File: src/sv/grid_min_path_sum_unit_macros.svh
// assertion macros shared by the grid path sum unit
`ifndef GRID_MIN_PATH_SUM_UNIT_MACROS_SVH
`define GRID_MIN_PATH_SUM_UNIT_MACROS_SVH

// condition must never hold while out of reset
`define GMPS_NEVER(label, cond, msg) \
    label: assert property (@(posedge clk) disable iff (!rst_n) !(cond)) else $error(msg);

// when pre holds, post must hold in the next cycle
`define GMPS_NEXT(label, pre, post, msg) \
    label: assert property (@(posedge clk) disable iff (!rst_n) (pre) |=> (post)) \
        else $error(msg);

`endif

File: src/sv/gmps_pkg.sv
// shared types, constants and helpers of the grid path sum unit
package gmps_pkg;

    localparam int DEF_MAX_COLS  = 256;
    localparam int DEF_MAX_ROWS  = 256;
    localparam int DEF_COST_BITS = 16;

    localparam int SUM_BITS    = 25;
    localparam int CFG_BITS    = 9;
    localparam int QUEUE_DEPTH = 2;

    typedef enum logic [0:0] {
        REG_ROW_COUNT = 1'b0,
        REG_COL_COUNT = 1'b1
    } cfg_reg_t;

    typedef struct packed {
        logic first_row;
        logic first_col;
        logic is_final;
    } gmps_flags_t;

    localparam int FLAGS_BITS = $bits(gmps_flags_t);

    // zero acts as one, anything above the limit acts as the limit
    function automatic logic [CFG_BITS-1:0] clamp_count(input logic [CFG_BITS-1:0] value,
                                                       input int limit);
        logic [CFG_BITS-1:0] res;
        if (value == '0)
        begin
            res = CFG_BITS'(1);
        end
        else if (32'(value) > limit)
        begin
            res = CFG_BITS'(limit);
        end
        else
        begin
            res = value;
        end
        return res;
    endfunction

endpackage

File: src/sv/gmps_front.sv
// front end: config registers, grid position tracking, cell classification
module gmps_front
    import gmps_pkg::*;
#(
    parameter int MAX_COLS  = DEF_MAX_COLS,
    parameter int MAX_ROWS  = DEF_MAX_ROWS,
    parameter int COST_BITS = DEF_COST_BITS
) (
    input  logic                                         clk,
    input  logic                                         rst_n,
    input  logic                                         cfg_write,
    input  cfg_reg_t                                     cfg_index,
    input  logic [CFG_BITS-1:0]                          cfg_data,
    input  logic                                         in_valid,
    output logic                                         in_ready,
    input  logic signed [COST_BITS-1:0]                  cell_cost,
    input  logic                                         q_full,
    output logic                                         push,
    output logic [COST_BITS-1:0]                         push_cost,
    output logic [(MAX_COLS > 1 ? $clog2(MAX_COLS) : 1)-1:0] push_col,
    output gmps_flags_t                                  push_flags
);

    localparam int CW   = (MAX_COLS > 1) ? $clog2(MAX_COLS) : 1;
    localparam int RW   = (MAX_ROWS > 1) ? $clog2(MAX_ROWS) : 1;
    localparam int IW   = (CW > RW) ? CW : RW;
    localparam int CMPW = ((IW + 1) > (CFG_BITS + 1)) ? (IW + 1) : (CFG_BITS + 1);

    logic [CFG_BITS-1:0] row_count_reg, row_count_next;
    logic [CFG_BITS-1:0] col_count_reg, col_count_next;
    logic [CW-1:0]       col_reg, col_next;
    logic [RW-1:0]       row_reg, row_next;
    logic                last_col;
    logic                last_row;

    assign in_ready = !q_full;
    assign push     = in_valid && in_ready;

    assign last_col = (CMPW'(col_reg) + CMPW'(1)) >= CMPW'(col_count_reg);
    assign last_row = (CMPW'(row_reg) + CMPW'(1)) >= CMPW'(row_count_reg);

    assign push_cost            = cell_cost;
    assign push_col             = col_reg;
    assign push_flags.first_row = (row_reg == '0);
    assign push_flags.first_col = (col_reg == '0);
    assign push_flags.is_final  = last_col && last_row;

    always_comb
    begin
        row_count_next = row_count_reg;
        col_count_next = col_count_reg;
        col_next       = col_reg;
        row_next       = row_reg;
        if (cfg_write)
        begin
            // any register write restarts the grid at the top-left cell
            case (cfg_index)
                REG_ROW_COUNT: row_count_next = clamp_count(cfg_data, MAX_ROWS);
                REG_COL_COUNT: col_count_next = clamp_count(cfg_data, MAX_COLS);
                default: ;
            endcase
            col_next = '0;
            row_next = '0;
        end
        else if (push)
        begin
            if (last_col)
            begin
                col_next = '0;
                row_next = last_row ? '0 : row_reg + RW'(1);
            end
            else
            begin
                col_next = col_reg + CW'(1);
            end
        end
    end

    always_ff @(posedge clk or negedge rst_n)
    begin
        if (!rst_n)
        begin
            row_count_reg <= CFG_BITS'(1);
            col_count_reg <= CFG_BITS'(1);
            col_reg       <= '0;
            row_reg       <= '0;
        end
        else
        begin
            row_count_reg <= row_count_next;
            col_count_reg <= col_count_next;
            col_reg       <= col_next;
            row_reg       <= row_next;
        end
    end

endmodule

File: config.mk
export PLATFORM = sky130hd
export DESIGN_NAME = gmps_front
export DESIGN_NICKNAME = d
export VERILOG_FILES = /design/src/sv/grid_min_path_sum_unit_macros.svh /design/src/sv/gmps_pkg.sv /design/src/sv/gmps_front.sv
export SDC_FILE = /design/constraint.sdc
export NUM_CORES = 1
export LEC_CHECK = 0
export BUFFER_PORTS_ARGS = -buffer_cell sky130_fd_sc_hd__buf_2
export CORE_AREA = 2 2 100 102
export CTS_CLUSTER_DIAMETER = 150
export DETAILED_ROUTE_END_ITERATION = 10
export DIE_AREA = 0 0 102 104
export SYNTH_ARGS = -nofsm -noshare
export SYNTH_HDL_FRONTEND = slang
export SYNTH_SLANG_ARGS = --single-unit
export TNS_END_PERCENT = 30
File: constraint.sdc
create_clock -name clk -period 3.7 [get_ports clk]
set_clock_uncertainty 0.2 [all_clocks]
set_input_delay 1.11 -clock clk [delete_from_list [all_inputs] [get_ports clk]]
set_output_delay 1.11 -clock clk [all_outputs]
set_load 0.01 [all_outputs]
==> results by group <==
Status
  • Outcome: completed

Global route
  • Maximum number of pins on one net before global-route repair: 35
  • First-pass GRT wire length: 9140 um
  • Initial antenna violation count: 0
  • Vias in the first global route: 1898
  • Overall Global Routing Usage: 10.8%
  • GRT Residual Overflow: 0

Clock tree
  • Cts hold-fix bufs: 0
  • # H-tree levels: 2
  • Clk root buf: clkbuf_8
  • Clock Latency Late Sink: 290 ps
  • CTS sink cnt: 34
  • CTS tree: built
  • Clk buf depth: 2
  • Clk slew on worst S/H paths: 80 ps
  • TritonCTS Buffers: 5

Setup path
  • Crit path DAT: 2320 ps
  • Biggest cell delay along the critical path: 400 ps
  • CP startpoint kind: flop
  • CP Cell Sequence: ha_2 -> and3_4 -> nand3_4 -> xnor2_2 -> ha_4 -> nand4_4 -> nor3b_4 -> nor3_2 -> nor2_1 -> buf_2
  • Worst setup EP type: output pin
  • WP data required: 2390 ps
  • Crit Path Category: flop to output pin
  • Worst-path fanout max: 4
  • Crit path max-delay cell type: dfrtp_1

Floorplanning
  • Die footprint: 10600 um2
  • Row count: 36
  • Core footprint: 9550 um2
  • Initial Util: 24.5%
  • Chip width: 102 um
  • Die extent in y: 104 um
  • Top-Level Pins: 60

Yosys
  • Cell area after synthesis: 2340 um2
  • Cells after Synth: 262
  • Synth Net Count: 315
  • FFs w/ async S/R, synth: 100%
  • Syn avg cell area: 8.94 um2
  • Synth Register Bits: 34
  • YS warnings: 0
  • Post-synth top flop: dfrtp_1
  • Seq/Total Area, Yosys: 36.5%
  • Synth cell types: 44
  • Number of synthesized flops with an enable pin: 0

Pwr
  • Comb pwr share: 17.8%
  • VDD IR max: 0.000166 V
  • Power Dens Cells: 346 nW/um2
  • P_leak: 1.34 nW
  • Clock network fraction of design power: 41.7%
  • Power Internal: 744 uW
  • Sw frac: 26.5%
  • NetSw: 268 uW
  • Part of the power in registers: 40.5%

Finish
  • # diodes: 0
  • Share of cells above drive strength 1: 35.1%
  • Most frequent cells in the layout: dfrtp_1, nand2_1, buf_2
  • Leading cell type in the layout, fill and taps excluded: dfrtp_1
  • Final nets: 340
  • P&R area growth vs syn: 25.0%

STA
  • Hold Slack: 280 ps
  • Final hold violations: 0
  • Setup TNS: 0 ps
  • Count of pins over their slew limit: 0
  • Max Fclk: 0.275 GHz
  • Final setup viols: 0
  • Tmin final: 3630 ps
  • Worst-Margin Slew: 764 ps
  • Slew headroom: 49.1%
  • Final period util: 98.1%
  • RSZ-0062 raised after global routing: true

Routing
  • Detailed Route WL: 5580 um
  • Drt pass-1 iters: 4
  • Residual DRC: 0
  • Detailed-route via count: 1863
  • DR vias/cell: 4.43
  • Wire per inst: 13.2 um
  • Antenna Nets Post-Route: 0
  • 1st-iter DRT viols: 99

Place
  • Dpl hpwl: 3950 um
  • Global placement routability congestion: 0.772
  • Count of input and output buffers: 27

Worst hold path
  • Hold Path Class: flop to flop

Run
  • Max Cap Viol: 0
-- synthesized netlist by cell type (2+ instances only) --
master     n  area share (%)
a22o_1     3             1.1
dfrtp_1   32              34
o21ai_0   17             3.6
a22o_2     4             1.7
clkbuf_1   5            0.80
a21o_1     3            0.96
inv_1     25             4.0
ha_1      22              12
nand3_1   14             3.0
nor4_1     3            0.80
a22oi_1    3            0.96
xor2_1     5             1.9
a21o_2     2            0.75
nor2_1    14             2.2
buf_4     16             5.1
nand2_1   29             4.6
a21oi_1   13             2.8
nand2b_1   8             2.1
and3_1     2            0.53
buf_2      3            0.64
dfstp_2    2             2.2
nor3_1     5             1.1
mux2_2     2            0.96
inv_2      2            0.32
xnor2_1    7             2.6
o31ai_1    3            0.96
-- cells by family after synthesis --
family,Yosys count,share of synthesized area (%)
flip-flops,34,36.5
buffers and inverters,52,11.4
XOR/XNOR,12,4.49
adder cells (fa/ha/maj),22,11.8
multiplexers,3,1.60
AND/OR/NAND/NOR,84,18.8
AO/OA/AOI/OAI,55,15.6
-- routing by layer --
metal,share of wire (%),vias up,global-route usage [%]
li1,-,922,-
met1,44,887,13.4
met2,51,40,18.3
met3,3.3,14,1.88
met4,2.2,0,4.57
met5,0,-,0
-- stage by stage --
step / total power, mW / cell area, um2 / worst slack (ps) / util, % / std cells
CTS: 1.01 / 2780 / -9.97 / 29.1 / 418
floorplan: 0.534 / 2340 / 209 / - / 262
finish: 1.01 / 2930 / 69.9 / 30.6 / 421
global route: 1.06 / 2930 / -65.2 / 30.6 / 421
global placement: 0.563 / 2510 / 230 / 26.3 / 402
detailed placement: 0.568 / 2510 / 143 / 26.3 / 402
-- worst max-delay path: cells and delay by family (launching register included) --
kind	cells	cell delay, ps
adders and majority gates	2	500
DFF	1	400
xor gates and xnor gates	1	170
and+or+nand+nor	6	810
buffers and inverters	1	140
-- area by class of cell --
class,count,area [um2]
Fill cell,1030,6620
Multi-Input combinational cell,176,1410
Sequential cell,34,856
Timing Repair Buffer,43,259
Tap cell,133,166
Inverter,27,101
Clock buffer,5,68.8
Clock inverter,3,68.8
-- power groups by stage --
stage	combinational, mW	sequential (mW)	clock (mW)
floorplan	0.119	0.414	0
global placement	0.147	0.416	0
detailed placement	0.151	0.417	0
CTS	0.166	0.409	0.431
global route	0.202	0.414	0.443
finish	0.180	0.410	0.422
-- worst paths after layout --
kind | to | cells after the start | startpoint | slack (ps)
max | push_flags[0] | 10 | row_reg[0]$_DFFE_PN0P_ | 70
min | col_count_reg[0]$_DFFE_PN1P_ | 2 | col_count_reg[0]$_DFFE_PN1P_ | 280
max reg2reg | row_reg[0]$_DFFE_PN0P_ | 12 | row_reg[0]$_DFFE_PN0P_ | 950
min reg2reg | col_count_reg[0]$_DFFE_PN1P_ | 2 | col_count_reg[0]$_DFFE_PN1P_ | 280
max in group asynchronous | push_col[2]$_DFFE_PN0P_ | 1 | rst_n | 2080
min in group asynchronous | row_count_reg[7]$_DFFE_PN0P_ | 1 | rst_n | 680
-- timing repair --
item	4_1_cts	5_1_grt
buffers inserted	8	3
setup endpoints to repair	1	1
gates resized for setup	15	21
hold endpoints to repair	0	0
gates cloned	0	0
pin swaps	9	14
No activity file was read; power rests on OpenSTA's default activity.
