===== config.mk =====
export PLATFORM = sky130hd
export DESIGN_NAME = gmps_queue
export DESIGN_NICKNAME = d
export VERILOG_FILES = /design/src/sv/grid_min_path_sum_unit_macros.svh /design/src/sv/gmps_queue.sv
export SDC_FILE = /design/constraint.sdc
export NUM_CORES = 1
export LEC_CHECK = 0
export BUFFER_PORTS_ARGS = -buffer_cell sky130_fd_sc_hd__buf_2
export CORE_MARGIN = 5
export CORE_UTILIZATION = 35
export DETAILED_ROUTE_END_ITERATION = 8
export PLACE_DENSITY = 0.65
export SLEW_MARGIN = 5
export SYNTH_ARGS = -nofsm -noshare
export SYNTH_HDL_FRONTEND = slang
export SYNTH_SLANG_ARGS = --single-unit
export TNS_END_PERCENT = 30

===== constraint.sdc =====
create_clock -name clk -period 1.4 [get_ports clk]
set_input_delay 0.21 -clock clk [delete_from_list [all_inputs] [get_ports clk]]
set_output_delay 0.21 -clock clk [all_outputs]
set_load 0.01 [all_outputs]

===== src/sv/grid_min_path_sum_unit_macros.svh =====
// assertion macros shared by the grid path sum unit
`ifndef GRID_MIN_PATH_SUM_UNIT_MACROS_SVH
`define GRID_MIN_PATH_SUM_UNIT_MACROS_SVH

// condition must never hold while out of reset
`define GMPS_NEVER(label, cond, msg) \
    label: assert property (@(posedge clk) disable iff (!rst_n) !(cond)) else $error(msg);

// when pre holds, post must hold in the next cycle
`define GMPS_NEXT(label, pre, post, msg) \
    label: assert property (@(posedge clk) disable iff (!rst_n) (pre) |=> (post)) \
        else $error(msg);

`endif


===== src/sv/gmps_queue.sv =====
// small register queue between the front and the back
module gmps_queue #(
    parameter int WIDTH = 8,
    parameter int DEPTH = 2
) (
    input  logic             clk,
    input  logic             rst_n,
    input  logic             push,
    input  logic [WIDTH-1:0] push_data,
    input  logic             pop,
    output logic [WIDTH-1:0] pop_data,
    output logic             full,
    output logic             empty
);

    localparam int PW = (DEPTH > 1) ? $clog2(DEPTH) : 1;
    localparam int CW = $clog2(DEPTH + 1);

    logic [WIDTH-1:0] slot_reg [DEPTH];
    logic [PW-1:0]    wr_ptr_reg, wr_ptr_next;
    logic [PW-1:0]    rd_ptr_reg, rd_ptr_next;
    logic [CW-1:0]    count_reg, count_next;

    assign full     = (count_reg == CW'(DEPTH));
    assign empty    = (count_reg == '0);
    assign pop_data = slot_reg[rd_ptr_reg];

    always_comb
    begin
        wr_ptr_next = wr_ptr_reg;
        rd_ptr_next = rd_ptr_reg;
        count_next  = count_reg;
        if (push)
        begin
            wr_ptr_next = (wr_ptr_reg == PW'(DEPTH - 1)) ? '0 : wr_ptr_reg + PW'(1);
        end
        if (pop)
        begin
            rd_ptr_next = (rd_ptr_reg == PW'(DEPTH - 1)) ? '0 : rd_ptr_reg + PW'(1);
        end
        if (push && !pop)
        begin
            count_next = count_reg + CW'(1);
        end
        else if (pop && !push)
        begin
            count_next = count_reg - CW'(1);
        end
    end

    always_ff @(posedge clk or negedge rst_n)
    begin
        if (!rst_n)
        begin
            wr_ptr_reg <= '0;
            rd_ptr_reg <= '0;
            count_reg  <= '0;
        end
        else
        begin
            wr_ptr_reg <= wr_ptr_next;
            rd_ptr_reg <= rd_ptr_next;
            count_reg  <= count_next;
        end
    end

    always_ff @(posedge clk)
    begin
        if (push)
        begin
            slot_reg[wr_ptr_reg] <= push_data;
        end
    end

endmodule


==> results of run 1 <==
## kinds of logic after synthesis
group	after synthesis
and+or+nand+nor	5
adders and majority gates	1
buffers and inverters	2
DFF	20
muxes	8
xor gates and xnor gates	5
## per-stage QoR
stage                     area, um2  std cells  hold WS [ps]  total power, mW  setup TNS [ps]
final                          1050        100           104             1.98            -622
after global routing           1050        100          85.2             2.09           -1040
after CTS                      1040        100          91.2             1.98            -657
after detailed placement        915         91          23.2             1.46               0
after global placement          915         91          22.0             1.44               0
after floorplan                 771         41         -85.6             1.26               0
## report_power, final
group	internal [mW]	leakage, nW	switching (mW)	total, mW
sequential	0.811	0.196	0.0823	0.894
combinational	0.501	0.230	0.320	0.822
clock	0.111	0.0150	0.154	0.264
## layout by cell type (no fill, tap or decap), types with 2 or more instances in the layout
cell	instances
buf_4	4
edfxtp_1	16
clkbuf_4	3
nor2_1	2
buf_6	10
buf_2	13
xor2_1	4
dfrtp_1	3
mux2_4	3
mux2_2	5
## layout make-up
| class | count | area, um2 | share of cell area (%) |
|---|---|---|---|
| flip-flops and latches | 20 | 582 | 55.4 |
| well taps | 28 | 35.0 | 3.33 |
| repair buffers | 28 | 218 | 20.7 |
| clock buffers | 4 | 26.3 | 2.50 |
| multi-input cells | 19 | 186 | 17.7 |
| inverters | 1 | 3.75 | 0.357 |
## final timing paths
check	startpoint	to	slack [ps]
worst max-delay path	rd_ptr_reg$_DFFE_PN0P_	pop_data[6]	-90
worst min-delay path	push_data[3]	slot_reg[1][3]$_DFFE_PP_	100
worst max register to register	wr_ptr_reg$_DFFE_PN0P_	slot_reg[1][5]$_DFFE_PP_	330
worst min register to register	wr_ptr_reg$_DFFE_PN0P_	wr_ptr_reg$_DFFE_PN0P_	490
max in group asynchronous	rst_n	rd_ptr_reg$_DFFE_PN0P_	1030
min in group asynchronous	rst_n	count_reg[0]$_DFFE_PN0P_	240
## layer usage
layer  track usage (%)  wire (um)
met5                 0          0
met2              14.5        647
met3              2.76         74
met4              3.97          0
met1              8.97        520
## repair_timing
item / CTS / global route
pin swaps: 0 / 0
gates resized for setup: 12 / 3
hold buffers: 1 / 0
buffers inserted: 4 / 0
hold endpoints to repair: 4 / 0
cloned: 0 / 0
setup endpoints to repair: 8 / 8
==> impl_metrics.py, run 1 <==
metrics = {
    "synth": {
        "synth_area_per_cell_um2": 18.8,
        "yosysTopAreaCellShare_pct": 62.3,
        "synthXorXnorAreaFrac_pct": 5.68,
        "synth_edf_count": 16,
        "synth_top_family_by_area": "multiplexers",
        "synth_area_um2": 771,
        "synth_top_flop_cell": "edfxtp_1",
        "yosysMostFrequentCell": "edfxtp_1",
        "ys_ff_latch": 20,
        "synth_area_leader_cell": "edfxtp_1",
        "synth_cell_types": 12,
        "ys_seq_area_share_pct": 75.3,
        "syn-num-nets": 54,
        "synth-compound-area-share_pct": 0,
        "yosysWarnings": 0,
        "synthAdderAreaFrac_pct": 1.62,
        "synthSimpleGateAreaFrac_pct": 3.73,
        "muxShareOfSynthArea_pct": 11.7,
        "syn_inst": 41,
        "synth.top_cells.by_count": "edfxtp_1 (16), mux2_2 (8), dfrtp_1 (4), xor2_1 (4), nor2_1 (2)",
        "async_reset_ff_share_pct": 20.0,
        "synthTopCellsByArea": "edfxtp_1 (62%), dfrtp_1 (13%), mux2_2 (12%), xor2_1 (4.5%), ha_1 (1.6%)",
    },
    "sta": {
        "finalCritPeriodShare_pct": 106,
        "skew_ps": 2.73,
        "setup_violations": 8,
        "min_period_ps": 1490,
        "maxSlewViolCount": 0,
        "setup_slack_ps": -90.9,
        "fmax_ghz": 0.671,
        "relSlewSlack_pct": 76.3,
        "rsz0062_at_grt": "yes",
        "worst_slew_pin_slew_ps": 356,
        "hold_viol": 0,
    },
    "routing": {
        "drc": 0,
        "routedWlPerCell_um": 12.4,
        "firstDrtPassIters": 2,
        "final_antenna_net_count": 0,
        "drt_iter0_drc": 12,
        "vias": 424,
        "vias_per_cell": 4.24,
        "drt-total-wl_um": 1240,
    },
    "power": {
        "powerDensity_nw_per_um2": 1880,
        "leakage_nw": 0.440,
        "ir_drop_uv": 993,
    },
    "grt": {
        "gr-total-overflow": 0,
        "grt_pass1_vias": 447,
        "grt_pass1_wl_um": 1990,
        "grt_max_degree": 12,
        "antenna_found_initial": 0,
        "grt_use_total_pct": 8.32,
    },
    "final_layout": {
        "num_antenna_cells": 0,
        "largest_register_ffs": 16,
        "filler_cell_count": 200,
        "nets": 86,
        "layout-drive-gt1-share_pct": 55.6,
        "utilization_pct": 48.9,
        "syn_to_final_growth_pct": 36.4,
    },
    "critical_path": {
        "cp_slowest_cell": "dfrtp_2",
        "reg2reg_depth": 1,
        "cp_num_cells": 3,
        "max_stage_delay_ps": 440,
        "arrival_ps": 1280,
        "worstSetupStartpointType": "flop",
        "worst-setup-path-type": "flop to primary output",
        "worst_setup_path_end_kind": "primary output",
        "path_buf_inv": 2,
        "cp_top_family": "flip-flops",
        "path_max_fanout": 4,
        "cp_common_cell": "buf_6",
        "worstPathCellList": "buf_6 -> mux2_4 -> buf_6",
        "required_ps": 1190,
    },
    "place": {
        "portBuffers": 21,
        "dp_hpwl_um": 904,
        "pre_cts_slack_ps": 86.5,
        "place_congestion": 0.646,
    },
    "cts": {
        "cts_sinks": 20,
        "cts_inserted_buffers": 3,
        "clk_latency_ps": 290,
        "clkTransAtPathRegs_ps": 100,
        "root_buffer": "clkbuf_4",
        "clockBufferDepth": 2,
        "cts_htree_levels": 1,
        "cts_tree": "done",
    },
    "die": {
        "initial_core_util_pct": 35.9,
        "die_w_um": 56.9,
        "core.rowCount": 17,
        "io_pins": 22,
        "die_y_um": 56.9,
        "core_um2": 2150,
        "dieArea_um2": 3240,
    },
    "hold_path": {
        "hp-class": "input pin to flop",
        "worstHoldPathCells": 1,
    },
    "flow_run": {
        "cap_violations": 0,
    },
    "status": {
        "failed_checks": "negative setup slack",
        "outcome": "finished, violations left",
    },
}
(Power assumes the default switching activity.)
==> inputs of run 2 (changes only) <==
--- a/config.mk
+++ b/config.mk
@@ -9,7 +9,7 @@
 export CORE_MARGIN = 5
 export CORE_UTILIZATION = 35
 export DETAILED_ROUTE_END_ITERATION = 8
-export PLACE_DENSITY = 0.65
+export PLACE_DENSITY_LB_ADDON = 0.25
 export SLEW_MARGIN = 5
 export SYNTH_ARGS = -nofsm -noshare
 export SYNTH_HDL_FRONTEND = slang
==> impl_metrics.py, run 2 (synthesis results as in run 1) <==
metrics = {
    "sta": {
        "skew_ps": 4.18,
        "worst_slew_pin_slew_ps": 374,
        "setup_slack_ps": -69.2,
        "rsz0062_at_grt": "yes",
        "fmax_ghz": 0.681,
        "maxSlewViolCount": 0,
        "hold_viol": 0,
        "setup_violations": 8,
        "min_period_ps": 1470,
        "finalCritPeriodShare_pct": 105,
        "fin_worst_hold_slack_ps": 105,
        "relSlewSlack_pct": 75.1,
    },
    "critical_path": {
        "path_max_fanout": 4,
        "path_buf_inv": 2,
        "r2r-start": "wr_ptr_reg$_DFFE_PN0P_",
        "reg2reg_depth": 2,
        "r2r_slack_ps": 250,
        "worst_setup_path_end_kind": "primary output",
        "max_stage_delay_ps": 400,
        "cp_common_cell": "buf_6",
        "arrival_ps": 1260,
        "worstSetupStartpointType": "flop",
        "cp_slowest_cell": "dfrtp_2",
        "required_ps": 1190,
        "worstPathCellList": "buf_6 -> mux2_2 -> buf_6",
        "critical_path.startpoint": "rd_ptr_reg$_DFFE_PN0P_",
        "cp_top_family": "flip-flops",
        "worst-setup-path-type": "flop to primary output",
        "timing.rr.end": "slot_reg[0][1]$_DFFE_PP_",
    },
    "place": {
        "pre_cts_slack_ps": 109,
        "portBuffers": 21,
        "place_congestion": 0.654,
    },
    "power": {
        "seqPwrFrac_pct": 44.7,
        "power.internal_mw": 1.44,
        "powerDensity_nw_per_um2": 1900,
        "p_switching_mw": 0.537,
        "power.share.clock_pct": 16.1,
        "p_sw_share_pct": 27.2,
        "p_comb_share_pct": 39.2,
        "leakage_nw": 0.428,
        "ir_drop_uv": 873,
    },
    "die": {
        "initial_core_util_pct": 35.9,
        "dieArea_um2": 3240,
        "die_w_um": 56.9,
        "die_y_um": 56.9,
        "core.rowCount": 17,
        "core_um2": 2150,
        "io_pins": 22,
    },
    "routing": {
        "drt_iter0_drc": 10,
        "top_layer": "met3",
        "drt-total-wl_um": 1170,
        "wl_met2_um": 618,
        "drc": 0,
        "firstDrtPassIters": 3,
        "wl_met3_um": 69,
        "wl_met1_um": 483,
        "routedWlPerCell_um": 11.8,
        "vias": 414,
        "vias_per_cell": 4.18,
        "final_antenna_net_count": 0,
    },
    "status": {
        "outcome": "finished, violations left",
        "failed_checks": "negative setup slack",
    },
    "cts": {
        "root_buffer": "clkbuf_4",
        "cts_sinks": 20,
        "clk_latency_ps": 290,
        "cts_tree": "done",
        "cts_inserted_buffers": 3,
        "clkTransAtPathRegs_ps": 110,
        "cts_htree_levels": 1,
        "clockBufferDepth": 2,
    },
    "final_layout": {
        "regArea_um2": 582,
        "nets": 85,
        "largest_register_ffs": 16,
        "layout-drive-gt1-share_pct": 56.3,
        "multi_input_area_um2": 175,
        "num_antenna_cells": 0,
        "syn_to_final_growth_pct": 35.2,
        "filler_cell_count": 189,
        "final_cell_mix": "edfxtp_1 (16), buf_2 (13), buf_6 (10)",
        "layout_commonest_cell": "edfxtp_1",
    },
    "hold_path": {
        "whs_endpoint": "slot_reg[0][5]$_DFFE_PP_",
        "hp-start": "push_data[5]",
        "hp-class": "input pin to flop",
        "worstHoldPathCells": 1,
    },
    "grt": {
        "antenna_found_initial": 0,
        "grt_pass1_wl_um": 1970,
        "grt_pass1_vias": 423,
        "gr-total-overflow": 0,
        "grt_use_total_pct": 7.93,
        "grt_max_degree": 12,
    },
    "flow_run": {
        "cap_violations": 0,
    },
}
==> run 2: cell types whose count changed in the layout (fill, tap and decap cells not counted), sizes merged <==
cell	previous run	this run
buf	27	26
==> run 2: through the flow <==
stage,TNS [ps],power (mW),cells,area [um2],utilization [%]
2_1_floorplan,0,1.26,41,771,-
3_3_place_gp,0,1.43,90,907,42.2
3_5_place_dp,0,1.44,90,907,42.2
4_1_cts,-648,2.01,99,1040,48.5
5_1_grt,-1060,2.10,99,1040,48.5
6_report,-520,1.98,99,1040,48.5
==> run 2: power by group through the flow <==
stage / clock [mW] / combinational (mW) / sequential, mW
3_3_place_gp: 0 / 0.503 / 0.928
5_1_grt: 0.371 / 0.828 / 0.900
6_report: 0.318 / 0.775 / 0.883
2_1_floorplan: 0 / 0.389 / 0.873
3_5_place_dp: 0 / 0.511 / 0.930
4_1_cts: 0.328 / 0.794 / 0.885
==> run 2: routing by layer <==
metal / vias to the layer above / GRT usage, %
met2: 10 / 13.9
met3: 0 / 2.30
met1: 196 / 9.10
met5: - / 0
met4: 0 / 2.98
li1: 208 / -
==> run 2: repair_timing <==
| item | CTS | global route |
|---|---|---|
| hold buffers | 1 | 0 |
| cloned | 0 | 0 |
| endpoints found under the hold margin | 4 | 0 |
| setup buffers | 4 | 0 |
| endpoints found under the setup margin | 8 | 8 |
| gates resized for setup | 13 | 0 |
==> run 2: worst max path at each step <==
stage               cells past startpoint                  endpoint  slack, ps
finish                                  3               pop_data[0]        -70
global route                            3               pop_data[6]       -140
CTS                                     3               pop_data[0]        -90
detailed placement                      2               pop_data[0]        110
global placement                        2               pop_data[0]        120
floorplan                               1  slot_reg[0][0]$_DFFE_PP_        240
==> run 2: cell type report <==
type	instances	share of cell area, %
clock buffers	4	3.48
inverters	1	0.360
multi-input cells	19	16.8
flip-flops and latches	20	55.8
well taps	28	3.36
repair buffers	27	20.2
==> run 2: worst reg2reg max path, cell delays in order (launching register included) <==
cell and delay [ps]:
dfrtp_1 410, nor2b_1 240, buf_4 210
